`src/rau_pkg.sv`:
```
// ----------------------------------------------------------------------------
// rau_pkg: shared types and constants for the rational arithmetic unit
// Operand and result payload structs, datapath widths and function codes.
// ----------------------------------------------------------------------------
package rau_pkg;

  localparam int OPERAND_WIDTH = 16;
  localparam int PROD_W        = 2 * OPERAND_WIDTH;   // magnitude product
  localparam int MAG_W         = PROD_W;              // sum of two products fits
  localparam int SHIFT_W       = $clog2(MAG_W);
  localparam int NUM_OUT_W     = MAG_W + 1;
  localparam int DEN_OUT_W     = MAG_W;

  localparam logic [MAG_W-1:0] MIN_DIVISOR = MAG_W'(2);

  localparam logic [3:0] FN_ADD = 4'd0;
  localparam logic [3:0] FN_SUB = 4'd1;
  localparam logic [3:0] FN_MUL = 4'd2;
  localparam logic [3:0] FN_DIV = 4'd3;
  localparam logic [3:0] FN_LT  = 4'd4;
  localparam logic [3:0] FN_GT  = 4'd5;
  localparam logic [3:0] FN_LE  = 4'd6;
  localparam logic [3:0] FN_GE  = 4'd7;
  localparam logic [3:0] FN_EQ  = 4'd8;
  localparam logic [3:0] FN_NE  = 4'd9;

  typedef struct packed {
    logic        [3:0]               func;
    logic signed [OPERAND_WIDTH-1:0] a_num;
    logic signed [OPERAND_WIDTH-1:0] a_den;
    logic signed [OPERAND_WIDTH-1:0] b_num;
    logic signed [OPERAND_WIDTH-1:0] b_den;
  } in_t;

  typedef struct packed {
    logic signed [NUM_OUT_W-1:0] res_num;
    logic signed [DEN_OUT_W-1:0] res_den;
    logic                        truth;
    logic                        den_zero;
  } out_t;

endpackage

```
`src/rau_mul.sv`:
```
// ----------------------------------------------------------------------------
// rau_mul: registered magnitude multiplier
// One unsigned operand-width product per cycle, result in the following cycle.
// ----------------------------------------------------------------------------
module rau_mul (
  input  logic                              clk,
  input  logic [rau_pkg::OPERAND_WIDTH-1:0] a,
  input  logic [rau_pkg::OPERAND_WIDTH-1:0] b,
  output logic [rau_pkg::PROD_W-1:0]        p
);

  logic [rau_pkg::PROD_W-1:0] p_r;

  always_ff @(posedge clk) begin
    p_r <= a * b;
  end

  assign p = p_r;

endmodule

```
`src/rau_gcd.sv`:
```
// ----------------------------------------------------------------------------
// rau_gcd: binary gcd engine
// One shift or one subtract per cycle; common factors of two counted in k.
// ----------------------------------------------------------------------------
module rau_gcd (
  input  logic                       clk,
  input  logic                       rst_n,
  input  logic                       start,
  input  logic [rau_pkg::MAG_W-1:0]  x,
  input  logic [rau_pkg::MAG_W-1:0]  y,
  output logic                       done,
  output logic [rau_pkg::MAG_W-1:0]  g
);

  logic                         run_r;
  logic                         done_r;
  logic [rau_pkg::MAG_W-1:0]    x_r;
  logic [rau_pkg::MAG_W-1:0]    y_r;
  logic [rau_pkg::MAG_W-1:0]    g_r;
  logic [rau_pkg::SHIFT_W-1:0]  k_r;

  always_ff @(posedge clk) begin
    if (!rst_n) begin
      run_r  <= 1'b0;
      done_r <= 1'b0;
    end else begin
      done_r <= 1'b0;
      if (start) begin
        run_r <= 1'b1;
      end else if (run_r && (x_r == '0 || y_r == '0)) begin
        run_r  <= 1'b0;
        done_r <= 1'b1;
      end
    end
  end

  always_ff @(posedge clk) begin
    if (start) begin
      x_r <= x;
      y_r <= y;
      k_r <= '0;
    end else if (run_r) begin
      if (x_r == '0 || y_r == '0) begin
        g_r <= (x_r | y_r) << k_r;
      end else if (!x_r[0] && !y_r[0]) begin
        x_r <= x_r >> 1;
        y_r <= y_r >> 1;
        k_r <= k_r + 1'b1;
      end else if (!x_r[0]) begin
        x_r <= x_r >> 1;
      end else if (!y_r[0]) begin
        y_r <= y_r >> 1;
      end else if (x_r >= y_r) begin
        x_r <= x_r - y_r;
      end else begin
        y_r <= y_r - x_r;
      end
    end
  end

  assign done = done_r;
  assign g    = g_r;

endmodule

```
`src/rau_div.sv`:
```
// ----------------------------------------------------------------------------
// rau_div: two-lane restoring divider
// Divides two dividends by one shared divisor, one quotient bit per cycle.
// ----------------------------------------------------------------------------
module rau_div (
  input  logic                       clk,
  input  logic                       rst_n,
  input  logic                       start,
  input  logic [rau_pkg::MAG_W-1:0]  divisor,
  input  logic [rau_pkg::MAG_W-1:0]  n0,
  input  logic [rau_pkg::MAG_W-1:0]  n1,
  output logic                       done,
  output logic [rau_pkg::MAG_W-1:0]  q0,
  output logic [rau_pkg::MAG_W-1:0]  q1
);

  localparam int W = rau_pkg::MAG_W;

  logic                         run_r;
  logic                         done_r;
  logic [rau_pkg::SHIFT_W-1:0]  cnt_r;
  logic [W-1:0]                 d_r;
  logic [W-1:0]                 rem0_r;
  logic [W-1:0]                 rem1_r;
  logic [W-1:0]                 q0_r;
  logic [W-1:0]                 q1_r;
  logic [W:0]                   trial0;
  logic [W:0]                   trial1;
  logic                         fit0;
  logic                         fit1;
  logic                         last;

  assign trial0 = {rem0_r, q0_r[W-1]};
  assign trial1 = {rem1_r, q1_r[W-1]};
  assign fit0   = trial0 >= {1'b0, d_r};
  assign fit1   = trial1 >= {1'b0, d_r};
  assign last   = cnt_r == rau_pkg::SHIFT_W'(W - 1);

  always_ff @(posedge clk) begin
    if (!rst_n) begin
      run_r  <= 1'b0;
      done_r <= 1'b0;
      cnt_r  <= '0;
    end else begin
      done_r <= 1'b0;
      if (start) begin
        run_r <= 1'b1;
        cnt_r <= '0;
      end else if (run_r) begin
        cnt_r <= cnt_r + 1'b1;
        if (last) begin
          run_r  <= 1'b0;
          done_r <= 1'b1;
        end
      end
    end
  end

  always_ff @(posedge clk) begin
    if (start) begin
      d_r    <= divisor;
      q0_r   <= n0;
      q1_r   <= n1;
      rem0_r <= '0;
      rem1_r <= '0;
    end else if (run_r) begin
      rem0_r <= fit0 ? W'(trial0 - {1'b0, d_r}) : trial0[W-1:0];
      rem1_r <= fit1 ? W'(trial1 - {1'b0, d_r}) : trial1[W-1:0];
      q0_r   <= {q0_r[W-2:0], fit0};
      q1_r   <= {q1_r[W-2:0], fit1};
    end
  end

  assign done = done_r;
  assign q0   = q0_r;
  assign q1   = q1_r;

endmodule

```
`src/rational_arith_reduce_unit.sv`:
```
// ----------------------------------------------------------------------------
// rational_arith_reduce_unit: rational add/sub/mul/div/compare with reduction
// Cross-multiplies two signed fractions, reduces by the gcd of the result
// magnitudes and, for compares, tests the sign of the reduced difference.
// ----------------------------------------------------------------------------
//  channel  | ports                    | transfer
//  ---------+--------------------------+-------------------------------------
//  input    | start, busy, in_data     | edge with start high and busy low
//  result   | out_valid, out_data      | edge ending the one-cycle strobe
//
//  Steps: 3 products on one shared multiplier, 1 add, 1 load, the binary
//  gcd (one shift or subtract per cycle), the divider when the gcd is 2 or
//  more, and 1 output step before the strobe. Unused codes go from idle
//  straight to the output step.
//  busy is high from the transfer until the result strobe; reset (rst_n,
//  synchronous) returns to idle with no strobe. The receiver cannot stall.
// ----------------------------------------------------------------------------
module rational_arith_reduce_unit (
  input  logic           clk,
  input  logic           rst_n,
  input  logic           start,
  input  rau_pkg::in_t   in_data,
  output logic           busy,
  output logic           out_valid,
  output rau_pkg::out_t  out_data
);

  localparam int OW = rau_pkg::OPERAND_WIDTH;
  localparam int PW = rau_pkg::PROD_W;
  localparam int MW = rau_pkg::MAG_W;

  // sequencer states
  localparam logic [3:0] ST_IDLE  = 4'd0;
  localparam logic [3:0] ST_MUL0  = 4'd1;
  localparam logic [3:0] ST_MUL1  = 4'd2;
  localparam logic [3:0] ST_MUL2  = 4'd3;
  localparam logic [3:0] ST_SUM   = 4'd4;
  localparam logic [3:0] ST_GLOAD = 4'd5;
  localparam logic [3:0] ST_GCD   = 4'd6;
  localparam logic [3:0] ST_DIV   = 4'd7;
  localparam logic [3:0] ST_OUT   = 4'd8;

  function automatic logic [OW-1:0] mag_of(input logic [OW-1:0] v);
    mag_of = v[OW-1] ? (~v + 1'b1) : v;
  endfunction

  logic [3:0]           state_r;
  logic [3:0]           state_nxt;
  rau_pkg::in_t         in_r;
  logic [PW-1:0]        p0_r;
  logic [PW-1:0]        p1_r;
  logic [MW-1:0]        num_mag_r;
  logic [MW-1:0]        den_mag_r;
  logic                 num_neg_r;
  logic                 den_neg_r;
  logic                 out_valid_r;
  rau_pkg::out_t        out_data_r;

  // operand magnitudes and signs
  logic [OW-1:0]        an_m, ad_m, bn_m, bd_m;
  logic                 an_s, ad_s, bn_s, bd_s;
  logic                 is_mul, is_div;
  logic                 sign0, sign1, sign2;

  logic [OW-1:0]        mul_a;
  logic [OW-1:0]        mul_b;
  logic [PW-1:0]        mul_p;

  logic                 s0, s1;
  logic [MW-1:0]        sum_mag;
  logic                 sum_neg;

  logic                 gcd_start;
  logic                 gcd_done;
  logic [MW-1:0]        gcd_g;
  logic                 div_start;
  logic                 div_done;
  logic [MW-1:0]        div_q0;
  logic [MW-1:0]        div_q1;

  logic                 num_nz, den_nz;
  logic                 unordered, lt_w, gt_w, eq_w;
  logic [rau_pkg::NUM_OUT_W-1:0] num_ext;
  rau_pkg::out_t        res_w;

  assign an_m   = mag_of(in_r.a_num);
  assign ad_m   = mag_of(in_r.a_den);
  assign bn_m   = mag_of(in_r.b_num);
  assign bd_m   = mag_of(in_r.b_den);
  assign an_s   = in_r.a_num[OW-1];
  assign ad_s   = in_r.a_den[OW-1];
  assign bn_s   = in_r.b_num[OW-1];
  assign bd_s   = in_r.b_den[OW-1];
  assign is_mul = in_r.func == rau_pkg::FN_MUL;
  assign is_div = in_r.func == rau_pkg::FN_DIV;

  // product 0: numerator term, product 1: b_num*a_den cross term,
  // product 2: denominator
  assign sign0 = an_s ^ (is_mul ? bn_s : bd_s);
  assign sign1 = bn_s ^ ad_s;
  assign sign2 = ad_s ^ (is_div ? bn_s : bd_s);

  always_comb begin
    unique case (state_r)
      ST_MUL1: begin
        mul_a = bn_m;
        mul_b = ad_m;
      end
      ST_MUL2: begin
        mul_a = ad_m;
        mul_b = is_div ? bn_m : bd_m;
      end
      default: begin
        mul_a = an_m;
        mul_b = is_mul ? bn_m : bd_m;
      end
    endcase
  end

  rau_mul u_mul (
    .clk (clk),
    .a   (mul_a),
    .b   (mul_b),
    .p   (mul_p)
  );

  // sign-magnitude add of the two cross products (mul and div pass product 0
  // through); sub and compares negate the second term
  always_comb begin
    s0 = (p0_r != '0) && sign0;
    s1 = (p1_r != '0) && (sign1 ^ (in_r.func != rau_pkg::FN_ADD));
    if (is_mul || is_div) begin
      sum_mag = p0_r;
      sum_neg = s0;
    end else if (s0 == s1) begin
      sum_mag = p0_r + p1_r;
      sum_neg = s0;
    end else if (p0_r >= p1_r) begin
      sum_mag = p0_r - p1_r;
      sum_neg = s0;
    end else begin
      sum_mag = p1_r - p0_r;
      sum_neg = s1;
    end
    if (sum_mag == '0) begin
      sum_neg = 1'b0;
    end
  end

  assign gcd_start = state_r == ST_GLOAD;

  rau_gcd u_gcd (
    .clk   (clk),
    .rst_n (rst_n),
    .start (gcd_start),
    .x     (num_mag_r),
    .y     (den_mag_r),
    .done  (gcd_done),
    .g     (gcd_g)
  );

  assign div_start = (state_r == ST_GCD) && gcd_done && (gcd_g >= rau_pkg::MIN_DIVISOR);

  rau_div u_div (
    .clk     (clk),
    .rst_n   (rst_n),
    .start   (div_start),
    .divisor (gcd_g),
    .n0      (num_mag_r),
    .n1      (den_mag_r),
    .done    (div_done),
    .q0      (div_q0),
    .q1      (div_q1)
  );

  // sequencer
  always_comb begin
    state_nxt = state_r;
    unique case (state_r)
      ST_IDLE: begin
        if (start) begin
          state_nxt = (in_data.func > rau_pkg::FN_NE) ? ST_OUT : ST_MUL0;
        end
      end
      ST_MUL0:  state_nxt = ST_MUL1;
      ST_MUL1:  state_nxt = ST_MUL2;
      ST_MUL2:  state_nxt = ST_SUM;
      ST_SUM:   state_nxt = ST_GLOAD;
      ST_GLOAD: state_nxt = ST_GCD;
      ST_GCD: begin
        if (gcd_done) begin
          state_nxt = div_start ? ST_DIV : ST_OUT;
        end
      end
      ST_DIV: begin
        if (div_done) begin
          state_nxt = ST_OUT;
        end
      end
      ST_OUT:   state_nxt = ST_IDLE;
      default:  state_nxt = ST_IDLE;
    endcase
  end

  always_ff @(posedge clk) begin
    if (!rst_n) begin
      state_r     <= ST_IDLE;
      out_valid_r <= 1'b0;
    end else begin
      state_r     <= state_nxt;
      out_valid_r <= state_r == ST_OUT;
    end
  end

  always_ff @(posedge clk) begin
    if (state_r == ST_IDLE && start) begin
      in_r <= in_data;
    end
    if (state_r == ST_MUL1) begin
      p0_r <= mul_p;
    end
    if (state_r == ST_MUL2) begin
      p1_r <= mul_p;
    end
    if (state_r == ST_SUM) begin
      num_mag_r <= sum_mag;
      num_neg_r <= sum_neg;
      den_mag_r <= mul_p;
      den_neg_r <= (mul_p != '0) && sign2;
    end
    if (state_r == ST_DIV && div_done) begin
      num_mag_r <= div_q0;
      den_mag_r <= div_q1;
    end
    if (state_r == ST_OUT) begin
      out_data_r <= res_w;
    end
  end

  // result formatting and sign test; a zero denominator reads as a signed
  // infinity, zero over zero is unordered
  assign num_nz    = num_mag_r != '0;
  assign den_nz    = den_mag_r != '0;
  assign unordered = !num_nz && !den_nz;
  assign lt_w      = num_nz && (den_nz ? (num_neg_r != den_neg_r) : num_neg_r);
  assign gt_w      = num_nz && (den_nz ? (num_neg_r == den_neg_r) : !num_neg_r);
  assign eq_w      = !num_nz && den_nz;
  assign num_ext   = {1'b0, num_mag_r};

  always_comb begin
    res_w.res_num  = $signed(num_neg_r ? (~num_ext + 1'b1) : num_ext);
    res_w.res_den  = $signed(den_neg_r ? (~den_mag_r + 1'b1) : den_mag_r);
    res_w.den_zero = !den_nz;
    res_w.truth    = 1'b0;
    unique case (in_r.func) inside
      rau_pkg::FN_ADD,
      rau_pkg::FN_SUB,
      rau_pkg::FN_MUL,
      rau_pkg::FN_DIV: res_w.truth = 1'b0;
      rau_pkg::FN_LT:  res_w.truth = lt_w;
      rau_pkg::FN_GT:  res_w.truth = gt_w;
      rau_pkg::FN_LE:  res_w.truth = lt_w || eq_w;
      rau_pkg::FN_GE:  res_w.truth = gt_w || eq_w;
      rau_pkg::FN_EQ:  res_w.truth = eq_w;
      rau_pkg::FN_NE:  res_w.truth = unordered || lt_w || gt_w;
      default: begin
        // unused codes give an all-zero result
        res_w.res_num  = '0;
        res_w.res_den  = '0;
        res_w.den_zero = 1'b0;
      end
    endcase
  end

  assign busy      = state_r != ST_IDLE;
  assign out_valid = out_valid_r;
  assign out_data  = out_data_r;

  // strobe lasts exactly one cycle
  a_strobe_single: assert property (@(posedge clk) disable iff (!rst_n)
    out_valid_r |=> !out_valid_r)
    else $error("result strobe held for more than one cycle");

  // a transfer always makes the block busy
  a_accept_busy: assert property (@(posedge clk) disable iff (!rst_n)
    (start && !busy) |=> busy)
    else $error("input transfer did not start the sequencer");

  // gcd completion is only seen while the sequencer waits for it
  a_gcd_done_state: assert property (@(posedge clk) disable iff (!rst_n)
    gcd_done |-> state_r == ST_GCD)
    else $error("gcd finished outside its wait state");

  // divider completion only while waiting on the divider
  a_div_done_state: assert property (@(posedge clk) disable iff (!rst_n)
    div_done |-> state_r == ST_DIV)
    else $error("divider finished outside its wait state");

  // a flagged zero denominator really is zero
  a_den_zero: assert property (@(posedge clk) disable iff (!rst_n)
    (out_valid && out_data.den_zero) |-> out_data.res_den == '0)
    else $error("den_zero set with a nonzero denominator");

endmodule
```
`config.mk`:
```
export PLATFORM = sky130hd
export DESIGN_NAME = rational_arith_reduce_unit
export DESIGN_NICKNAME = d
export VERILOG_FILES = /design/src/rau_pkg.sv /design/src/rau_mul.sv /design/src/rau_gcd.sv /design/src/rau_div.sv /design/src/rational_arith_reduce_unit.sv
export SDC_FILE = /design/constraint.sdc
export NUM_CORES = 2
export LEC_CHECK = 0
export ABC_AREA = 1
export BUFFER_PORTS_ARGS = -buffer_cell sky130_fd_sc_hd__buf_4
export CORE_MARGIN = 5
export CORE_UTILIZATION = 40
export CTS_CLUSTER_DIAMETER = 200
export CTS_CLUSTER_SIZE = 30
export DETAILED_ROUTE_END_ITERATION = 6
export PLACE_DENSITY = 0.54
export SYNTH_ARGS = -nofsm -noshare
export SYNTH_HDL_FRONTEND = slang
export SYNTH_SLANG_ARGS = --single-unit
```
`constraint.sdc`:
```
create_clock -name clk -period 7.3 [get_ports clk]
set_clock_uncertainty 0.2 [all_clocks]
set_input_delay 0 -clock clk [delete_from_list [all_inputs] [get_ports clk]]
set_output_delay 0 -clock clk [all_outputs]
set_load 0.02 [all_outputs]
```
* Word level (Yosys, flattened, before mapping) *
Cells that the tools add are included.

cells by class
  add/sub/neg operators = 15
  multipliers = 1
  $lt $le $gt $ge = 6
  eq/ne operators = 28
  shift-type cells = 1
  multiplexer cells = 58
  bitwise logic cells = 15
  reduce and logical (&&, ||, !) cells = 53

operators with widths
  cell                   number
  $mux 32                29
  $sub 32x32->32         6
  $reduce_bool 32->1     5
  $logic_not 32->1       3
  $mux 16                6
  $ge 33x32->1           2
  $add 16x1->16 const B  4
  $ge 32x32->1           2
  $not 16->16            4
  $pmux 16 s2            2
  $add 33x1->33 const B  1
  $not 32->33            1
  $add 32x1->32 const B  1
  $add 32x32->32         1
  $eq 4x3->1 const B     8
  $ge 32x2->1 const B    1
  $mul 16x16->32         1
  $not 32->32            1
  $or 32x32->32          1
  $pmux 4 s8             1
  $shl 32x5->32          1
  $mux 4                 5
  $eq 4x2->1 const B     4
  $mux 1                 14
  26 further kinds       73

word-level totals
  bits in registers = 572
  input bits = 71
  logic and storage cells = 212

* Longest topological paths before layout *
  depth in word-level cells = 9
  mapped depth = 38

* Modules after synthesis *
Synthesis repeated with hierarchy kept, for this count alone.

second synthesis, totals
  cell total of the unflattened synthesis = 8014
  area, all modules = 55104.1 um2

by module, submodules not included
  module                      times used  cells an instance  area each (um2)  sequential area each (um2)
  rational_arith_reduce_unit  1           3022               21638.3          8057.7
  rau_div                     1           1827               12021.5          4304.1
  rau_gcd                     1           1764               11299.6          3022.9
  rau_mul                     1           1401               10144.7          640.6

* Worst setup path after synthesis *
OpenSTA, ideal clock, no wires.

  path type = register -> register
  start = register state_r[3]
  end = register u_mul.p_r, in the netlist u_mul.p[27]
  setup time = 0.112 ns
  arrival time = 7.311 ns
  path slack = -0.324 ns
  stages on the path, launching flop included = 30
  buffers on the path = 1
  clock period less this slack = 7.624 ns
  path through = dfxtp_1 nor2_1 inv_2 nor2_2 inv_2 nor2_1 clkbuf_1 nand2_1 nand3_1 clkinv_1 nand2_1 fa_1 fa_1 fa_1 inv_1 ha_1 fa_1 inv_1 fa_1 inv_1 ha_1 nand2_1 o21ai_0 a21oi_1 o21ai_0 a21oi_1 o21bai_1 nand3_1 nand3_1 nand2_1

between the ends
  cells in the longest elaborated chain, start to end = 3

ends and longest elaborated chain
  element                 RTL line                           source
  start, declared         rational_arith_reduce_unit.sv:47   logic [3:0] state_r;
  start signal, assigned  rational_arith_reduce_unit.sv:210  state_r <= state_nxt;
  $eq 4x2->1              rational_arith_reduce_unit.sv:104  unique case (state_r)
  $pmux 16 s2             rational_arith_reduce_unit.sv:104
  $mul 16x16->32 *        rau_mul.sv:15                      p_r <= a * b;
  end signal, assigned    rau_mul.sv:15
  end, declared           rau_mul.sv:12                      logic [rau_pkg::PROD_W-1:0] p_r;

Mark *: on every way between the ends. The rest lies on a longest branch, timed or not.
A chain may end at the register's enable or synchronous reset.

* Worst setup path in the final report *
  start = register in_r[49] (netlist name)
  end = register u_mul.p_r, in the netlist u_mul.p[27]

between the ends
  cells in the longest elaborated chain, start to end = 5

ends and longest elaborated chain
  element                 RTL line                           source
  start, declared         rational_arith_reduce_unit.sv:49   rau_pkg::in_t in_r;
  start signal, assigned  rational_arith_reduce_unit.sv:217  in_r <= in_data;
  $not 16->16             rational_arith_reduce_unit.sv:44   mag_of = v[OW-1] ? (~v + 1'b1) : v;
  $add 16x1->16           rational_arith_reduce_unit.sv:44
  $mux 16 *               rational_arith_reduce_unit.sv:44
  $pmux 16 s2 *           rational_arith_reduce_unit.sv:104
  $mul 16x16->32 *        rau_mul.sv:15

Marked as above.

==> impl_metrics.env <==
export IMPL_worst_setup_path_end_kind="flip-flop"
export IMPL_hp_class="in2reg"
export IMPL_setup_viol=0
export IMPL_r2r_slack_ns=0.05
export IMPL_synth_top_cell_area_share_pct=27.19
export IMPL_clock_sinks=572
export IMPL_grt_overflow=0
export IMPL_die_h_um=365.2
export IMPL_grt_setup_unrepaired="true"
export IMPL_synth_edf_count=457
export IMPL_avgSynthCellArea_um2=7.457
export IMPL_track_usage_pct=29.13
export IMPL_area_growth_pct=13.11
export IMPL_clock_latency_ns=0.69
export IMPL_max_cap_violations=0
export IMPL_antenna_left=0
export IMPL_ys_warn_count=0
export IMPL_multi_input_area_um2=29820
export IMPL_crit_type="reg2reg"
export IMPL_r2r_cells=37
export IMPL_drcViolationCount=0
export IMPL_grt_pass1_vias=45445
export IMPL_worstPathRequired_ns=7.68
export IMPL_critPathSlowestCell="fa_1"
export IMPL_hold_viol=0
export IMPL_ys_seq_area_share_pct=31.75
export IMPL_start_util_pct=40.19
export IMPL_synth_top_flop_cell="edfxtp_1"
export IMPL_clock_fmax_ghz=0.1380
export IMPL_startpoint="in_r[49]"
export IMPL_synth_cell_type_count=72
export IMPL_report_final_slew_viol_count=0
export IMPL_via_per_inst=5.403
export IMPL_design_core_area_um2=125600
export IMPL_root_buffer="clkbuf_16"
export IMPL_layout_common_cells="1655 x nand2_1, 1117 x inv_1, 555 x nor2_1, 504 x o21ai_0, 457 x edfxtp_1"
export IMPL_gp_congestion=1.026
export IMPL_fin_hold_ws_ns=0.08259
export IMPL_grt_start_max_net_pins=73
export IMPL_drt_total_wl_mm=199.1
export IMPL_dieArea_um2=133400
export IMPL_dr_total_vias=47253
export IMPL_post_dp_hpwl_mm=162.2
export IMPL_port_buffers=139
export IMPL_ioPinCount=140
export IMPL_period_share_pct=99.26
export IMPL_clk_pin_slew_worst_paths_ns=0.12
export IMPL_crit_fanout=3
export IMPL_cts_max_level=1
export IMPL_drtPass1Iterations=5
export IMPL_grt_first_pass_wirelength_mm=291.5
export IMPL_status="completed"
export IMPL_finalCriticalPeriod_ns=7.246
export IMPL_antenna_found_initial=7
export IMPL_layout_commonest_cell="nand2_1"
export IMPL_max_stage_delay_ns=0.54
export IMPL_worstPathArrival_ns=7.62
export IMPL_synth_fp_nets=7406
export IMPL_r2r_start="in_r[49]"
export IMPL_slew_limit_headroom_pct=8.334
export IMPL_critPathLaunchType="flip-flop"
export IMPL_cts_path_max_buffers=3
export IMPL_drive_above_1_share_pct=8.460
export IMPL_nNetsFinal=7711
export IMPL_wl_per_cell_um=22.76
export IMPL_die_w_um=365.2
export IMPL_worstSetupEndpoint="u_mul.p[27]"
export IMPL_synthCells=6768
export IMPL_rr_endpoint="u_mul.p[27]"
export IMPL_drt_iter0_drc=4694
export IMPL_worst_pin_slew_ns=1.362
export IMPL_cts_buffers=25
export IMPL_finalCoreUtilization_pct=45.46
export IMPL_synth_area_leader_cell="edfxtp_1"
export IMPL_row_count=130
export IMPL_netlist_top_cells_area="edfxtp_1 27%, nand2_1 12%, ha_1 9.1%, inv_1 8.4%, fa_1 8.0%"
export IMPL_async_flop_share_pct=0
export IMPL_fillers=12891
export IMPL_ys_ff_latch=572
export IMPL_cts_tree="done"
export IMPL_regArea_um2=16030
export IMPL_synth_area_um2=50470
## layout make-up
class / count / area share (%)
multi-input cells: 4832 / 52.24
diodes: 3 / 0.01315
inverters: 1164 / 7.669
clock buffers: 40 / 1.195
clock inverters: 6 / 0.2323
well taps: 1650 / 3.616
flip-flops and latches: 572 / 28.07
repair buffers: 478 / 6.961
## worst min path at each step
| stage | start | end | slack [ns] | cells after the start |
|---|---|---|---|---|
| finish | rst_n | state_r[2] | 0.08 | 4 |
| detailed placement | in_data[21] | in_r[21] | -0.02 | 1 |
| global placement | in_data[10] | in_r[10] | -0.02 | 1 |
| floorplan | in_data[47] | ad_s | -0.10 | 0 |
| CTS | rst_n | state_r[2] | 0.06 | 4 |
| global route | rst_n | state_r[2] | 0.07 | 4 |
## Yosys cell counts, types with 15 or more instances
| master | count |
|---|---|
| a21o_1 | 26 |
| a21oi_1 | 386 |
| a22oi_1 | 25 |
| a31oi_1 | 23 |
| buf_1 | 15 |
| buf_2 | 37 |
| buf_4 | 27 |
| clkbuf_1 | 115 |
| dfxtp_1 | 115 |
| edfxtp_1 | 457 |
| fa_1 | 201 |
| ha_1 | 366 |
| inv_1 | 1129 |
| inv_2 | 26 |
| mux2i_1 | 20 |
| nand2_1 | 1669 |
| nand3_1 | 303 |
| nand4_1 | 80 |
| nor2_1 | 570 |
| nor3_1 | 97 |
| nor4_1 | 36 |
| o211ai_1 | 84 |
| o21a_1 | 15 |
| o21ai_0 | 514 |
| o21ai_1 | 18 |
| o21bai_1 | 30 |
| o22ai_1 | 17 |
| xnor2_1 | 53 |
| xor2_1 | 146 |
## state kept, by name, summed over array words and instances (netlist names), 4 cells and up
name,count
num_mag_r,32
u_gcd.g,32
u_div.q0,32
u_gcd.y_r,32
p0_r,32
u_div.d_r,32
u_div.rem0_r,32
den_mag_r,32
u_div.q1,32
u_gcd.k_r,5
u_div.cnt_r,5
state_r,4
u_mul.p,32
p1_r,32
u_div.rem1_r,32
in_r,64
u_gcd.x_r,32
out_data,67
## worst max-delay path: cells and delay by family (launching register included)
kind | cells | cell delay, ns
fa+ha+maj | 8 | 3.35
compound gates | 9 | 1.36
simple gates | 10 | 1.04
buf+inv | 10 | 0.76
flops | 1 | 0.44
## kinds of logic (layout without fill, tap and decap cells)
kind of cell,Yosys count,after routing,share of synthesized area (%)
AOI/OAI and AO/OA,1206,1206,13.51
buffers and inverters,1364,1688,10.50
adders and majority gates,567,567,17.05
xor gates and xnor gates,199,199,3.453
and+or+nand+nor,2840,2840,23.34
DFF,572,572,31.75
other,0,3,0
muxes,20,20,0.3966
## layer usage
| metal | up-vias | routed length, um | GRT usage, % |
|---|---|---|---|
| met5 | - | 0 | 0 |
| met1 | 22727 | 85990 | 39.64 |
| li1 | 22544 | - | - |
| met4 | 0 | 9766 | 11.83 |
| met2 | 1700 | 90370 | 47.76 |
| met3 | 282 | 12940 | 2.955 |
## metrics by stage
step | setup slack (ns) | cells | area [um^2] | TNS (ns)
after global placement | -0.08307 | 8536 | 54110 | -0.1255
after CTS | -0.006035 | 8721 | 56360 | -0.006035
after floorplan | 0.2391 | 6768 | 50470 | 0
after detailed placement | -0.1151 | 8536 | 54110 | -0.2808
after global routing | -0.3607 | 8742 | 57080 | -2.812
final | 0.05389 | 8745 | 57090 | 0
## timing repair
action	4_1_cts	5_1_grt
endpoints found under the setup margin	6	19
endpoints found under the hold margin	91	0
resized for setup	11	129
hold buffers	139	0
setup buffers	0	22
pin swaps	2	83
Power is not shown: default switching activity piles up to over one toggle a cycle in this logic, so the estimate is an artifact.
